==> src/design/fpsa_pkg.sv <==
// Package for the fixed pool slot allocator: operation and status codes,
// field widths, the sequencer state type and the structs shared by the modules.
// Depends on nothing; every other file of the block depends on it.
package fpsa_pkg;

	// Field widths of the request and response channels.
	localparam int OP_W   = 2;
	localparam int IDX_W  = 6;
	localparam int STAT_W = 3;
	localparam int SLOT_W = 5;
	localparam int USED_W = 6;

	// Default pool size.
	localparam int POOL_SIZE_DEF = 32;

	// Operation codes.
	localparam logic [OP_W-1:0] OP_ALLOC   = 2'd0;
	localparam logic [OP_W-1:0] OP_RELEASE = 2'd1;
	localparam logic [OP_W-1:0] OP_LIST    = 2'd2;

	// Status codes.
	localparam logic [STAT_W-1:0] STAT_OK        = 3'd0;
	localparam logic [STAT_W-1:0] STAT_EXHAUSTED = 3'd1;
	localparam logic [STAT_W-1:0] STAT_RANGE     = 3'd2;
	localparam logic [STAT_W-1:0] STAT_NOT_USED  = 3'd3;
	localparam logic [STAT_W-1:0] STAT_EMPTY     = 3'd4;

	// Sequencer states.
	typedef enum logic [3:0] {
		S_IDLE,
		S_ALLOC_RD,
		S_ALLOC_LINK,
		S_REL_CHK,
		S_REL_WALK,
		S_REL_FREE,
		S_REL_APPEND,
		S_LIST,
		S_EMIT
	} state_t;

	// Strobes from the sequencer to the link memory.
	typedef struct packed {
		logic rd_en;
		logic wr_en;
		logic wr_busy;
	} mem_ctl_t;

	// One response item.
	typedef struct packed {
		logic [STAT_W-1:0] status;
		logic [SLOT_W-1:0] slot;
		logic              last;
		logic [USED_W-1:0] used_count;
	} rsp_t;

endpackage

==> src/design/fpsa_if.sv <==
// Valid/ready channel interfaces for the request and response sides.
// Depends on fpsa_pkg for the field widths.
interface fpsa_req_if;
	logic                          valid;
	logic                          ready;
	logic [fpsa_pkg::OP_W-1:0]     op;
	logic [fpsa_pkg::IDX_W-1:0]    slot_index;

	modport source (output valid, output op, output slot_index, input ready);
	modport sink   (input valid, input op, input slot_index, output ready);
endinterface

interface fpsa_rsp_if;
	logic                          valid;
	logic                          ready;
	logic [fpsa_pkg::STAT_W-1:0]   status;
	logic [fpsa_pkg::SLOT_W-1:0]   slot;
	logic                          last;
	logic [fpsa_pkg::USED_W-1:0]   used_count;

	modport source (output valid, output status, output slot, output last,
		output used_count, input ready);
	modport sink   (input valid, input status, input slot, input last,
		input used_count, output ready);
endinterface

==> src/design/fpsa_link_mem.sv <==
// Link memory: one entry per slot holding the busy flag and the next link.
// Depends on fpsa_pkg for the strobe struct.
module fpsa_link_mem #(
	parameter int POOL_SIZE = fpsa_pkg::POOL_SIZE_DEF,
	localparam int IW = $clog2(POOL_SIZE)
) (
	input  logic               clk,
	input  logic               arst_n,
	input  fpsa_pkg::mem_ctl_t ctl,
	input  logic [IW-1:0]      rd_addr,
	input  logic [IW-1:0]      wr_addr,
	input  logic [IW-1:0]      wr_link,
	output logic               rd_busy,
	output logic [IW-1:0]      rd_link
);
	import fpsa_pkg::*;

	localparam int EW = IW + 1;
	localparam logic [IW-1:0] LAST_ADDR = IW'(POOL_SIZE - 1);

	logic [EW-1:0]        mem_q [POOL_SIZE];
	logic [POOL_SIZE-1:0] valid_q;
	logic [EW-1:0]        rd_entry_q;
	logic                 rd_vld_q;
	logic [IW-1:0]        rd_dflt_q;
	logic [IW-1:0]        rd_dflt;

	// Reset contents of an entry: each slot links to the next, the final one to slot zero.
	assign rd_dflt = (rd_addr == LAST_ADDR) ? '0 : rd_addr + IW'(1);

	// Write port and registered read port; the read data holds until the next read.
	always_ff @(posedge clk) begin
		if (ctl.wr_en) begin
			mem_q[wr_addr] <= {ctl.wr_busy, wr_link};
		end
		if (ctl.rd_en) begin
			rd_entry_q <= mem_q[rd_addr];
			rd_vld_q   <= valid_q[rd_addr];
			rd_dflt_q  <= rd_dflt;
		end
	end

	// An entry that was never written since reset reads as its reset value.
	always_ff @(posedge clk or negedge arst_n) begin
		if (!arst_n) begin
			valid_q <= '0;
		end else if (ctl.wr_en) begin
			valid_q[wr_addr] <= 1'b1;
		end
	end

	assign rd_busy = rd_vld_q ? rd_entry_q[IW] : 1'b0;
	assign rd_link = rd_vld_q ? rd_entry_q[IW-1:0] : rd_dflt_q;

endmodule

==> src/design/fpsa_ctrl.sv <==
// Sequencer of the allocator: list pointers, counts, the read-modify-write
// walk over the link memory and the response register.
// Depends on fpsa_pkg for codes, the state type and the structs.
module fpsa_ctrl #(
	parameter int POOL_SIZE = fpsa_pkg::POOL_SIZE_DEF,
	localparam int IW = $clog2(POOL_SIZE)
) (
	input  logic                       clk,
	input  logic                       arst_n,
	input  logic                       in_valid,
	output logic                       in_ready,
	input  logic [fpsa_pkg::OP_W-1:0]  in_op,
	input  logic [fpsa_pkg::IDX_W-1:0] in_idx,
	output logic                       rsp_valid,
	input  logic                       rsp_ready,
	output fpsa_pkg::rsp_t             rsp,
	output fpsa_pkg::mem_ctl_t         mem_ctl,
	output logic [IW-1:0]              rd_addr,
	output logic [IW-1:0]              wr_addr,
	output logic [IW-1:0]              wr_link,
	input  logic                       rd_busy,
	input  logic [IW-1:0]              rd_link
);
	import fpsa_pkg::*;

	localparam int CW   = $clog2(POOL_SIZE + 1);
	localparam int CMPW = (IW + 1 > IDX_W) ? IW + 1 : IDX_W;

	state_t            state_q, state_d;
	logic [IW-1:0]     slot_q, slot_d;
	logic [IW-1:0]     ptr_q, ptr_d;
	logic [IW-1:0]     link_s_q, link_s_d;
	logic [CW-1:0]     cnt_q, cnt_d;
	logic [STAT_W-1:0] stat_q, stat_d;
	logic [IW-1:0]     free_first_q, free_first_d;
	logic [IW-1:0]     free_final_q, free_final_d;
	logic [CW-1:0]     free_total_q, free_total_d;
	logic [IW-1:0]     busy_first_q, busy_first_d;
	logic [IW-1:0]     busy_final_q, busy_final_d;
	logic [CW-1:0]     busy_total_q, busy_total_d;
	rsp_t              rsp_q, rsp_d;
	logic              rsp_valid_q, rsp_valid_d;

	logic              out_free;
	logic              idx_oor;
	logic [CW-1:0]     cnt_inc;
	logic              list_last;

	assign in_ready  = (state_q == S_IDLE);
	assign out_free  = !rsp_valid_q || rsp_ready;
	assign idx_oor   = CMPW'(in_idx) >= CMPW'(POOL_SIZE);
	assign cnt_inc   = cnt_q + CW'(1);
	assign list_last = (cnt_inc == busy_total_q);

	assign rsp_valid = rsp_valid_q;
	assign rsp       = rsp_q;

	// Next state, memory strobes and next register values.
	always_comb begin
		state_d      = state_q;
		slot_d       = slot_q;
		ptr_d        = ptr_q;
		link_s_d     = link_s_q;
		cnt_d        = cnt_q;
		stat_d       = stat_q;
		free_first_d = free_first_q;
		free_final_d = free_final_q;
		free_total_d = free_total_q;
		busy_first_d = busy_first_q;
		busy_final_d = busy_final_q;
		busy_total_d = busy_total_q;
		rsp_d        = rsp_q;
		rsp_valid_d  = rsp_valid_q && !rsp_ready;
		mem_ctl      = '0;
		rd_addr      = '0;
		wr_addr      = '0;
		wr_link      = '0;

		case (state_q)
			S_IDLE: begin
				if (in_valid) begin
					case (in_op)
						OP_ALLOC: begin
							if (free_total_q == '0) begin
								stat_d  = STAT_EXHAUSTED;
								slot_d  = '0;
								state_d = S_EMIT;
							end else begin
								slot_d        = free_first_q;
								mem_ctl.rd_en = 1'b1;
								rd_addr       = free_first_q;
								state_d       = S_ALLOC_RD;
							end
						end
						OP_RELEASE: begin
							if (idx_oor) begin
								stat_d  = STAT_RANGE;
								slot_d  = '0;
								state_d = S_EMIT;
							end else begin
								slot_d        = IW'(in_idx);
								mem_ctl.rd_en = 1'b1;
								rd_addr       = IW'(in_idx);
								state_d       = S_REL_CHK;
							end
						end
						OP_LIST: begin
							if (busy_total_q == '0) begin
								stat_d  = STAT_EMPTY;
								slot_d  = '0;
								state_d = S_EMIT;
							end else begin
								ptr_d         = busy_first_q;
								cnt_d         = '0;
								mem_ctl.rd_en = 1'b1;
								rd_addr       = busy_first_q;
								state_d       = S_LIST;
							end
						end
						default: begin
							// An undefined operation is taken and dropped.
						end
					endcase
				end
			end

			// Pop the free head and mark the slot busy with a cleared link.
			S_ALLOC_RD: begin
				free_first_d    = rd_link;
				free_total_d    = free_total_q - CW'(1);
				mem_ctl.wr_en   = 1'b1;
				mem_ctl.wr_busy = 1'b1;
				wr_addr         = slot_q;
				wr_link         = '0;
				state_d         = S_ALLOC_LINK;
			end

			// Append the slot at the tail of the in-use list.
			S_ALLOC_LINK: begin
				if (busy_total_q != '0) begin
					mem_ctl.wr_en   = 1'b1;
					mem_ctl.wr_busy = 1'b1;
					wr_addr         = busy_final_q;
					wr_link         = slot_q;
				end else begin
					busy_first_d = slot_q;
				end
				busy_final_d = slot_q;
				busy_total_d = busy_total_q + CW'(1);
				stat_d       = STAT_OK;
				state_d      = S_EMIT;
			end

			// Check the slot and either report it not in use, unlink it at the head or start the walk.
			S_REL_CHK: begin
				link_s_d = rd_link;
				if (!rd_busy || busy_total_q == '0) begin
					stat_d  = STAT_NOT_USED;
					state_d = S_EMIT;
				end else if (busy_first_q == slot_q) begin
					busy_first_d = rd_link;
					if (busy_total_q == CW'(1)) begin
						busy_final_d = '0;
					end
					state_d = S_REL_FREE;
				end else if (busy_total_q > CW'(1)) begin
					ptr_d         = busy_first_q;
					cnt_d         = CW'(1);
					mem_ctl.rd_en = 1'b1;
					rd_addr       = busy_first_q;
					state_d       = S_REL_WALK;
				end else begin
					stat_d  = STAT_NOT_USED;
					state_d = S_EMIT;
				end
			end

			// Follow the in-use chain one link per cycle to find the predecessor.
			S_REL_WALK: begin
				if (rd_link == slot_q) begin
					mem_ctl.wr_en   = 1'b1;
					mem_ctl.wr_busy = 1'b1;
					wr_addr         = ptr_q;
					wr_link         = link_s_q;
					if (busy_final_q == slot_q) begin
						busy_final_d = ptr_q;
					end
					state_d = S_REL_FREE;
				end else begin
					ptr_d = rd_link;
					cnt_d = cnt_inc;
					if (cnt_inc < busy_total_q) begin
						mem_ctl.rd_en = 1'b1;
						rd_addr       = rd_link;
					end else begin
						stat_d  = STAT_NOT_USED;
						state_d = S_EMIT;
					end
				end
			end

			// Clear the released entry.
			S_REL_FREE: begin
				mem_ctl.wr_en   = 1'b1;
				mem_ctl.wr_busy = 1'b0;
				wr_addr         = slot_q;
				wr_link         = '0;
				busy_total_d    = busy_total_q - CW'(1);
				state_d         = S_REL_APPEND;
			end

			// Append the released slot at the tail of the free list.
			S_REL_APPEND: begin
				if (free_total_q != '0) begin
					mem_ctl.wr_en   = 1'b1;
					mem_ctl.wr_busy = 1'b0;
					wr_addr         = free_final_q;
					wr_link         = slot_q;
				end else begin
					free_first_d = slot_q;
				end
				free_final_d = slot_q;
				free_total_d = free_total_q + CW'(1);
				stat_d       = STAT_OK;
				state_d      = S_EMIT;
			end

			// Stream the in-use slots, one per transfer, fetching the next link ahead.
			S_LIST: begin
				if (out_free) begin
					rsp_valid_d      = 1'b1;
					rsp_d.status     = STAT_OK;
					rsp_d.slot       = SLOT_W'(ptr_q);
					rsp_d.last       = list_last;
					rsp_d.used_count = USED_W'(busy_total_q);
					if (list_last) begin
						state_d = S_IDLE;
					end else begin
						ptr_d         = rd_link;
						cnt_d         = cnt_inc;
						mem_ctl.rd_en = 1'b1;
						rd_addr       = rd_link;
					end
				end
			end

			// Single result of an allocate, a release or an error.
			S_EMIT: begin
				if (out_free) begin
					rsp_valid_d      = 1'b1;
					rsp_d.status     = stat_q;
					rsp_d.slot       = SLOT_W'(slot_q);
					rsp_d.last       = 1'b1;
					rsp_d.used_count = USED_W'(busy_total_q);
					state_d          = S_IDLE;
				end
			end

			default: begin
				state_d = S_IDLE;
			end
		endcase
	end

	// State register.
	always_ff @(posedge clk or negedge arst_n) begin
		if (!arst_n) begin
			state_q <= S_IDLE;
		end else begin
			state_q <= state_d;
		end
	end

	// List pointers, counts and the response valid flag.
	always_ff @(posedge clk or negedge arst_n) begin
		if (!arst_n) begin
			free_first_q <= '0;
			free_final_q <= IW'(POOL_SIZE - 1);
			free_total_q <= CW'(POOL_SIZE);
			busy_first_q <= '0;
			busy_final_q <= '0;
			busy_total_q <= '0;
			rsp_valid_q  <= 1'b0;
		end else begin
			free_first_q <= free_first_d;
			free_final_q <= free_final_d;
			free_total_q <= free_total_d;
			busy_first_q <= busy_first_d;
			busy_final_q <= busy_final_d;
			busy_total_q <= busy_total_d;
			rsp_valid_q  <= rsp_valid_d;
		end
	end

	// Working registers of the current operation and the response payload.
	always_ff @(posedge clk) begin
		slot_q   <= slot_d;
		ptr_q    <= ptr_d;
		link_s_q <= link_s_d;
		cnt_q    <= cnt_d;
		stat_q   <= stat_d;
		rsp_q    <= rsp_d;
	end

endmodule

==> src/design/fixed_pool_slot_allocator_unit.sv <==
// Top level of the fixed pool slot allocator: request and response channels,
// the sequencer and the link memory. Depends on fpsa_pkg, fpsa_if.sv,
// fpsa_link_mem and fpsa_ctrl.

// A pool of POOL_SIZE slots is kept as a free list and an in-use list that
// share one link memory with a registered read. A request is taken only while
// the sequencer is idle; a result waits in the response register and does not
// stop the next request from being taken. Allocate reads the free head, marks
// the slot busy, appends it to the in-use list and then gives its result.
// Release checks the slot and unlinks it at the head, or else walks the chain
// through the memory one read per cycle to find its predecessor and relinks
// that; it then clears the entry and appends it to the free list. List fetches
// the head, then gives one result per cycle while the response side is ready.
// Pool exhausted, index out of range and an empty list skip the memory; a
// slot not in use is read before it is reported. No clearing pass is needed
// after reset: per-entry valid flags give untouched entries their reset links.
module fixed_pool_slot_allocator_unit #(
	parameter int POOL_SIZE = fpsa_pkg::POOL_SIZE_DEF
) (
	input  logic        clk,
	input  logic        arst_n,
	fpsa_req_if.sink    req,
	fpsa_rsp_if.source  rsp
);
	import fpsa_pkg::*;

	localparam int IW = $clog2(POOL_SIZE);

	mem_ctl_t      mem_ctl;
	logic [IW-1:0] rd_addr;
	logic [IW-1:0] wr_addr;
	logic [IW-1:0] wr_link;
	logic          rd_busy;
	logic [IW-1:0] rd_link;
	rsp_t          rsp_item;
	logic          rsp_valid;

	// Sequencer.
	fpsa_ctrl #(
		.POOL_SIZE (POOL_SIZE)
	) u_ctrl (
		.clk       (clk),
		.arst_n    (arst_n),
		.in_valid  (req.valid),
		.in_ready  (req.ready),
		.in_op     (req.op),
		.in_idx    (req.slot_index),
		.rsp_valid (rsp_valid),
		.rsp_ready (rsp.ready),
		.rsp       (rsp_item),
		.mem_ctl   (mem_ctl),
		.rd_addr   (rd_addr),
		.wr_addr   (wr_addr),
		.wr_link   (wr_link),
		.rd_busy   (rd_busy),
		.rd_link   (rd_link)
	);

	// Link and busy memory.
	fpsa_link_mem #(
		.POOL_SIZE (POOL_SIZE)
	) u_mem (
		.clk     (clk),
		.arst_n  (arst_n),
		.ctl     (mem_ctl),
		.rd_addr (rd_addr),
		.wr_addr (wr_addr),
		.wr_link (wr_link),
		.rd_busy (rd_busy),
		.rd_link (rd_link)
	);

	// Response channel.
	assign rsp.valid      = rsp_valid;
	assign rsp.status     = rsp_item.status;
	assign rsp.slot       = rsp_item.slot;
	assign rsp.last       = rsp_item.last;
	assign rsp.used_count = rsp_item.used_count;

`ifndef SYNTHESIS
	// The sequencer never reads and writes the memory in the same cycle.
	a_no_rw_overlap: assert property (@(posedge clk) disable iff (!arst_n)
		!(mem_ctl.rd_en && mem_ctl.wr_en))
		else $error("link memory read and written in the same cycle");

	// Every write stays inside the pool.
	a_wr_in_pool: assert property (@(posedge clk) disable iff (!arst_n)
		mem_ctl.wr_en |-> ({1'b0, wr_addr} < (IW + 1)'(POOL_SIZE)))
		else $error("link memory write beyond the pool");

	// Every read stays inside the pool.
	a_rd_in_pool: assert property (@(posedge clk) disable iff (!arst_n)
		mem_ctl.rd_en |-> ({1'b0, rd_addr} < (IW + 1)'(POOL_SIZE)))
		else $error("link memory read beyond the pool");

	// A result with last low, which only a non-final listing transfer gives, must carry an OK status.
	a_not_last_ok: assert property (@(posedge clk) disable iff (!arst_n)
		(rsp.valid && !rsp.last) |-> (rsp.status == STAT_OK))
		else $error("non-final result with an error status");
`endif

endmodule

==> src/flat_wrapper.sv <==
// flat-port wrapper written by rule: the top's interface ports become plain ports
module fixed_pool_slot_allocator_unit_flat import fpsa_pkg::*;
#(
	parameter int POOL_SIZE = fpsa_pkg::POOL_SIZE_DEF
)
  (clk, arst_n, req_valid, req_op, req_slot_index, req_ready, rsp_valid, rsp_status, rsp_slot, rsp_last, rsp_used_count, rsp_ready);
  fpsa_req_if req_i ();
  fpsa_rsp_if rsp_i ();
  input  logic clk;
  input  logic arst_n;
  input wire logic [$bits(req_i.valid)-1:0] req_valid;
  input wire logic [$bits(req_i.op)-1:0] req_op;
  input wire logic [$bits(req_i.slot_index)-1:0] req_slot_index;
  output wire logic [$bits(req_i.ready)-1:0] req_ready;
  output wire logic [$bits(rsp_i.valid)-1:0] rsp_valid;
  output wire logic [$bits(rsp_i.status)-1:0] rsp_status;
  output wire logic [$bits(rsp_i.slot)-1:0] rsp_slot;
  output wire logic [$bits(rsp_i.last)-1:0] rsp_last;
  output wire logic [$bits(rsp_i.used_count)-1:0] rsp_used_count;
  input wire logic [$bits(rsp_i.ready)-1:0] rsp_ready;
  assign req_i.valid = req_valid;
  assign req_i.op = req_op;
  assign req_i.slot_index = req_slot_index;
  assign req_ready = req_i.ready;
  assign rsp_valid = rsp_i.valid;
  assign rsp_status = rsp_i.status;
  assign rsp_slot = rsp_i.slot;
  assign rsp_last = rsp_i.last;
  assign rsp_used_count = rsp_i.used_count;
  assign rsp_i.ready = rsp_ready;
  fixed_pool_slot_allocator_unit #(.POOL_SIZE(POOL_SIZE)) u_core (.clk(clk), .arst_n(arst_n), .req(req_i), .rsp(rsp_i));
endmodule
==> config.mk <==
export PLATFORM = sky130hd
export DESIGN_NAME = fixed_pool_slot_allocator_unit_flat
export DESIGN_NICKNAME = d
export VERILOG_FILES = /design/src/design/fpsa_pkg.sv /design/src/design/fpsa_if.sv /design/src/design/fpsa_link_mem.sv /design/src/design/fpsa_ctrl.sv /design/src/design/fixed_pool_slot_allocator_unit.sv /design/src/flat_wrapper.sv
export SDC_FILE = /design/constraint.sdc
export NUM_CORES = 1
export LEC_CHECK = 0
export BUFFER_PORTS_ARGS = -buffer_cell sky130_fd_sc_hd__buf_2
export CORE_MARGIN = 2
export CORE_UTILIZATION = 50
export CTS_CLUSTER_SIZE = 12
export DETAILED_ROUTE_END_ITERATION = 8
export GPL_TIMING_DRIVEN = 0
export HOLD_SLACK_MARGIN = 0.03
export PLACE_DENSITY_LB_ADDON = 0.25
export SYNTH_ARGS = -nofsm -noshare
export SYNTH_HDL_FRONTEND = slang
export SYNTH_SLANG_ARGS = --single-unit
==> constraint.sdc <==
create_clock -name clk -period 6.6 [get_ports clk]
set_clock_uncertainty 0.15 [all_clocks]
set_input_delay 1.32 -clock clk [delete_from_list [all_inputs] [get_ports clk]]
set_output_delay 1.32 -clock clk [all_outputs]
set_load 0.005 [all_outputs]
==> results.sh <==
export IMPL_cp_max_fo=10
export IMPL_dp_hpwl_um=24000
export IMPL_dieHeight_um=174
export IMPL_cts_sinks=312
export IMPL_slew_limit_headroom=0.106
export IMPL_fmax_ghz=0.216
export IMPL_synth_top_family_by_area="simple AND/OR/NAND/NOR gates"
export IMPL_core_um2=28500
export IMPL_routed_via_count=9516
export IMPL_arrival_ps=4740
export IMPL_htree_num_levels=2
export IMPL_routed_wl_um=34300
export IMPL_worst_slew_pin_transition_ps=1340
export IMPL_rsz0062_at_grt="no"
export IMPL_gp_congestion=0.921
export IMPL_n_fill_cell=2425
export IMPL_ys_seq_elements=312
export IMPL_insertion_delay_ps=510
export IMPL_synth_async_reset_ratio=0.221
export IMPL_grt_pass1_wl_um=53700
export IMPL_synth_xor_xnor_area_share=0.0189
export IMPL_dr_first_iter_drc_count=1005
export IMPL_pwr_share_clk=0.272
export IMPL_syn_area_per_cell_um2=12.5
export IMPL_rows=62
export IMPL_drtPass1Iterations=6
export IMPL_start_util=0.504
export IMPL_crit_path_end_kind="flop"
export IMPL_synth_edf_count=243
export IMPL_vias_per_cell=5.83
export IMPL_ys_warnings_count=0
export IMPL_cp_num_buf_inv=4
export IMPL_clockBufferDepth=3
export IMPL_post_route_drc_count=0
export IMPL_drt_wirelength_per_cell_um=21.0
export IMPL_cp_top_family="compound AO/OA/AOI/OAI gates"
export IMPL_hold_path_class="flop to flop"
export IMPL_synth_top_area_frac=0.507
export IMPL_synth_cells=1155
export IMPL_cts_setup_buffers=0
export IMPL_cts_root_buf="clkbuf_16"
export IMPL_final_cell_mix="243 x edfxtp_1, 184 x nand2_1, 90 x nor2_1"
export IMPL_grt_usage=0.231
export IMPL_first_global_vias=9309
export IMPL_tns_ps=0
export IMPL_cts_buffers=35
export IMPL_power_internal_mw=4.57
export IMPL_setup_viol=0
export IMPL_drive_above_1_share=0.143
export IMPL_vdd_drop_max_v=0.000247
export IMPL_power_density_nw_per_um2=429
export IMPL_ys_flop_type="edfxtp_1"
export IMPL_die_area_um2=30100
export IMPL_worst_path_max_delay_cell="a21boi_0"
export IMPL_ios=29
export IMPL_p_sw_mw=2.37
export IMPL_grt_antenna_before_repair=0
export IMPL_synth_fp_nets=1190
export IMPL_postCtsHoldBufs=0
export IMPL_swShare=0.342
export IMPL_layout_commonest_cell="edfxtp_1"
export IMPL_num_nets_final=1258
export IMPL_cpPeakStageDelay_ps=820
export IMPL_total_power_mw=6.94
export IMPL_area_delta_synth_final_pct=12.5
export IMPL_antennaDiodeCount=0
export IMPL_muxShareOfSynthArea=0.0608
export IMPL_synthTopCellsByArea="edfxtp_1 51%, dfrtp_1 11%, nand2_1 4.8%"
export IMPL_synth_seq_area_share=0.628
export IMPL_die_w_um=174
export IMPL_critPathKind="input pin to flop"
export IMPL_fin_crit_sh=0.701
export IMPL_cap_viol_max_count=0
export IMPL_cts_resized=0
export IMPL_yosys_cell_types_count=77
export IMPL_synth_area_um2=14400
export IMPL_finalCriticalPeriod_ps=4620
export IMPL_run_status="finished, final reports clean"
export IMPL_ant_nets=0
export IMPL_p_leak_nw=6.12
export IMPL_grt_max_degree=40
export IMPL_path_clk_slew_ps=60
export IMPL_finalHoldViolations=0
export IMPL_synth_compound_area_share=0.0964
export IMPL_comb_power_share=0.321
export IMPL_cp_common_cell="nand2_1"
export IMPL_crit_chain="buf_2 -> inv_1 -> ha_1 -> a21boi_0 -> a221o_1 -> a22oi_1 -> nand2_1 -> buf_4 -> buf_1 -> nand2_1 -> nand3_1 -> nand4_1 -> a221oi_1"
export IMPL_synthAdderAreaFrac=0.0205
export IMPL_synth_top_area_cell="edfxtp_1"
export IMPL_setup_worst_path_start_class="input pin"
export IMPL_cts_tree="built"
export IMPL_port_buffers=28
export IMPL_pwr_share_seq=0.406
export IMPL_overflow=0
export IMPL_yosys_area_share_simple=0.144
export IMPL_report_final_slew_viol_count=0
export IMPL_required_ps=6710
==> worst paths after layout <==
kind	start	end	slack, ps	cells after the start
setup / recovery	req_op[0]	u_core.u_mem.rd_entry_q[3]$_DFFE_PP_	1980	13
hold / removal	u_core.u_ctrl.busy_total_q[2]$_DFFE_PN0P_	u_core.u_ctrl.rsp[2]$_DFFE_PP_	290	0
setup reg to reg	u_core.u_ctrl.cnt_q[0]$_DFFE_PP_	u_core.u_mem.rd_entry_q[5]$_DFFE_PP_	2160	14
hold reg to reg	u_core.u_ctrl.busy_total_q[2]$_DFFE_PN0P_	u_core.u_ctrl.rsp[2]$_DFFE_PP_	290	0
max in group asynchronous	arst_n	u_core.u_ctrl.free_final_q[4]$_DFFE_PN1P_	5070	2
min in group asynchronous	arst_n	u_core.u_ctrl.free_total_q[2]$_DFFE_PN0P_	610	1
==> per-stage QoR <==
step / instances / cell area (um2) / hold WS, ps / utilization / setup slack (ps)
detailed placement: 1570 / 15100 / 281 / 0.528 / 1520
floorplan: 1155 / 14400 / 270 / - / 2650
global route: 1633 / 16200 / 297 / 0.567 / 1840
global placement: 1567 / 15000 / 277 / 0.526 / 1590
CTS: 1633 / 16200 / 290 / 0.567 / 2030
finish: 1633 / 16200 / 289 / 0.567 / 1980
==> cells in the mapped netlist (10+ instances only) <==
cell / number
inv_1: 20
nand3_1: 56
and2_1: 12
mux2_2: 18
xnor2_1: 24
or2_1: 18
nor2b_1: 12
dfrtp_1: 63
a31oi_1: 11
ha_1: 22
a32oi_1: 19
clkbuf_1: 17
a211oi_1: 13
edfxtp_1: 243
a22oi_1: 13
or2_2: 16
mux2i_1: 63
buf_6: 11
buf_2: 15
o21ai_0: 34
nand2_1: 184
a21oi_1: 28
a22o_1: 10
nor2_1: 91
==> state kept, by name (all words and copies together), names as in the netlist, 6 cells and up <==
signal,flops
u_core.u_ctrl.rsp,15
u_core.u_mem.rd_entry_q,6
u_core.u_ctrl.busy_total_q,6
u_core.u_mem.valid_q,32
u_core.u_ctrl.free_total_q,6
u_core.u_ctrl.cnt_q,6
u_core.u_mem.mem_q,192
==> cell families after synthesis <==
logic type      after synthesis
buf+inv                      79
mux                          84
flops                       312
simple gates                438
xor+xnor                     31
fa+ha+maj                    23
compound gates              188
==> final cells by class <==
cell class | instances | area, um2 | share of cell area
clock buffers | 56 | 1040 | 0.0641
repair buffers | 31 | 185 | 0.0114
well taps | 384 | 480 | 0.0297
flip-flops and latches | 312 | 9030 | 0.558
clock inverters | 7 | 82.6 | 0.00510
plain buffers | 56 | 372 | 0.0230
multi-input cells | 764 | 4900 | 0.303
inverters | 23 | 91.3 | 0.00564
==> power by group through the flow <==
stage | Sequential (mW) | Clock [mW] | Combinational (mW)
detailed placement | 2.85 | 0 | 2.20
global route | 2.85 | 2.00 | 2.44
finish | 2.82 | 1.89 | 2.23
CTS | 2.82 | 1.91 | 2.21
floorplan | 2.79 | 0 | 1.55
global placement | 2.85 | 0 | 2.13
==> layer usage <==
| metal | part of all wire | vias to the layer above | track usage |
|---|---|---|---|
| met2 | 0.47 | 351 | 0.372 |
| met1 | 0.44 | 4698 | 0.321 |
| met3 | 0.064 | 71 | 0.0443 |
| met4 | 0.026 | 0 | 0.0683 |
| li1 | - | 4396 | - |
| met5 | 0 | - | 0 |
Note: power is estimated with default switching activity, not from simulation.
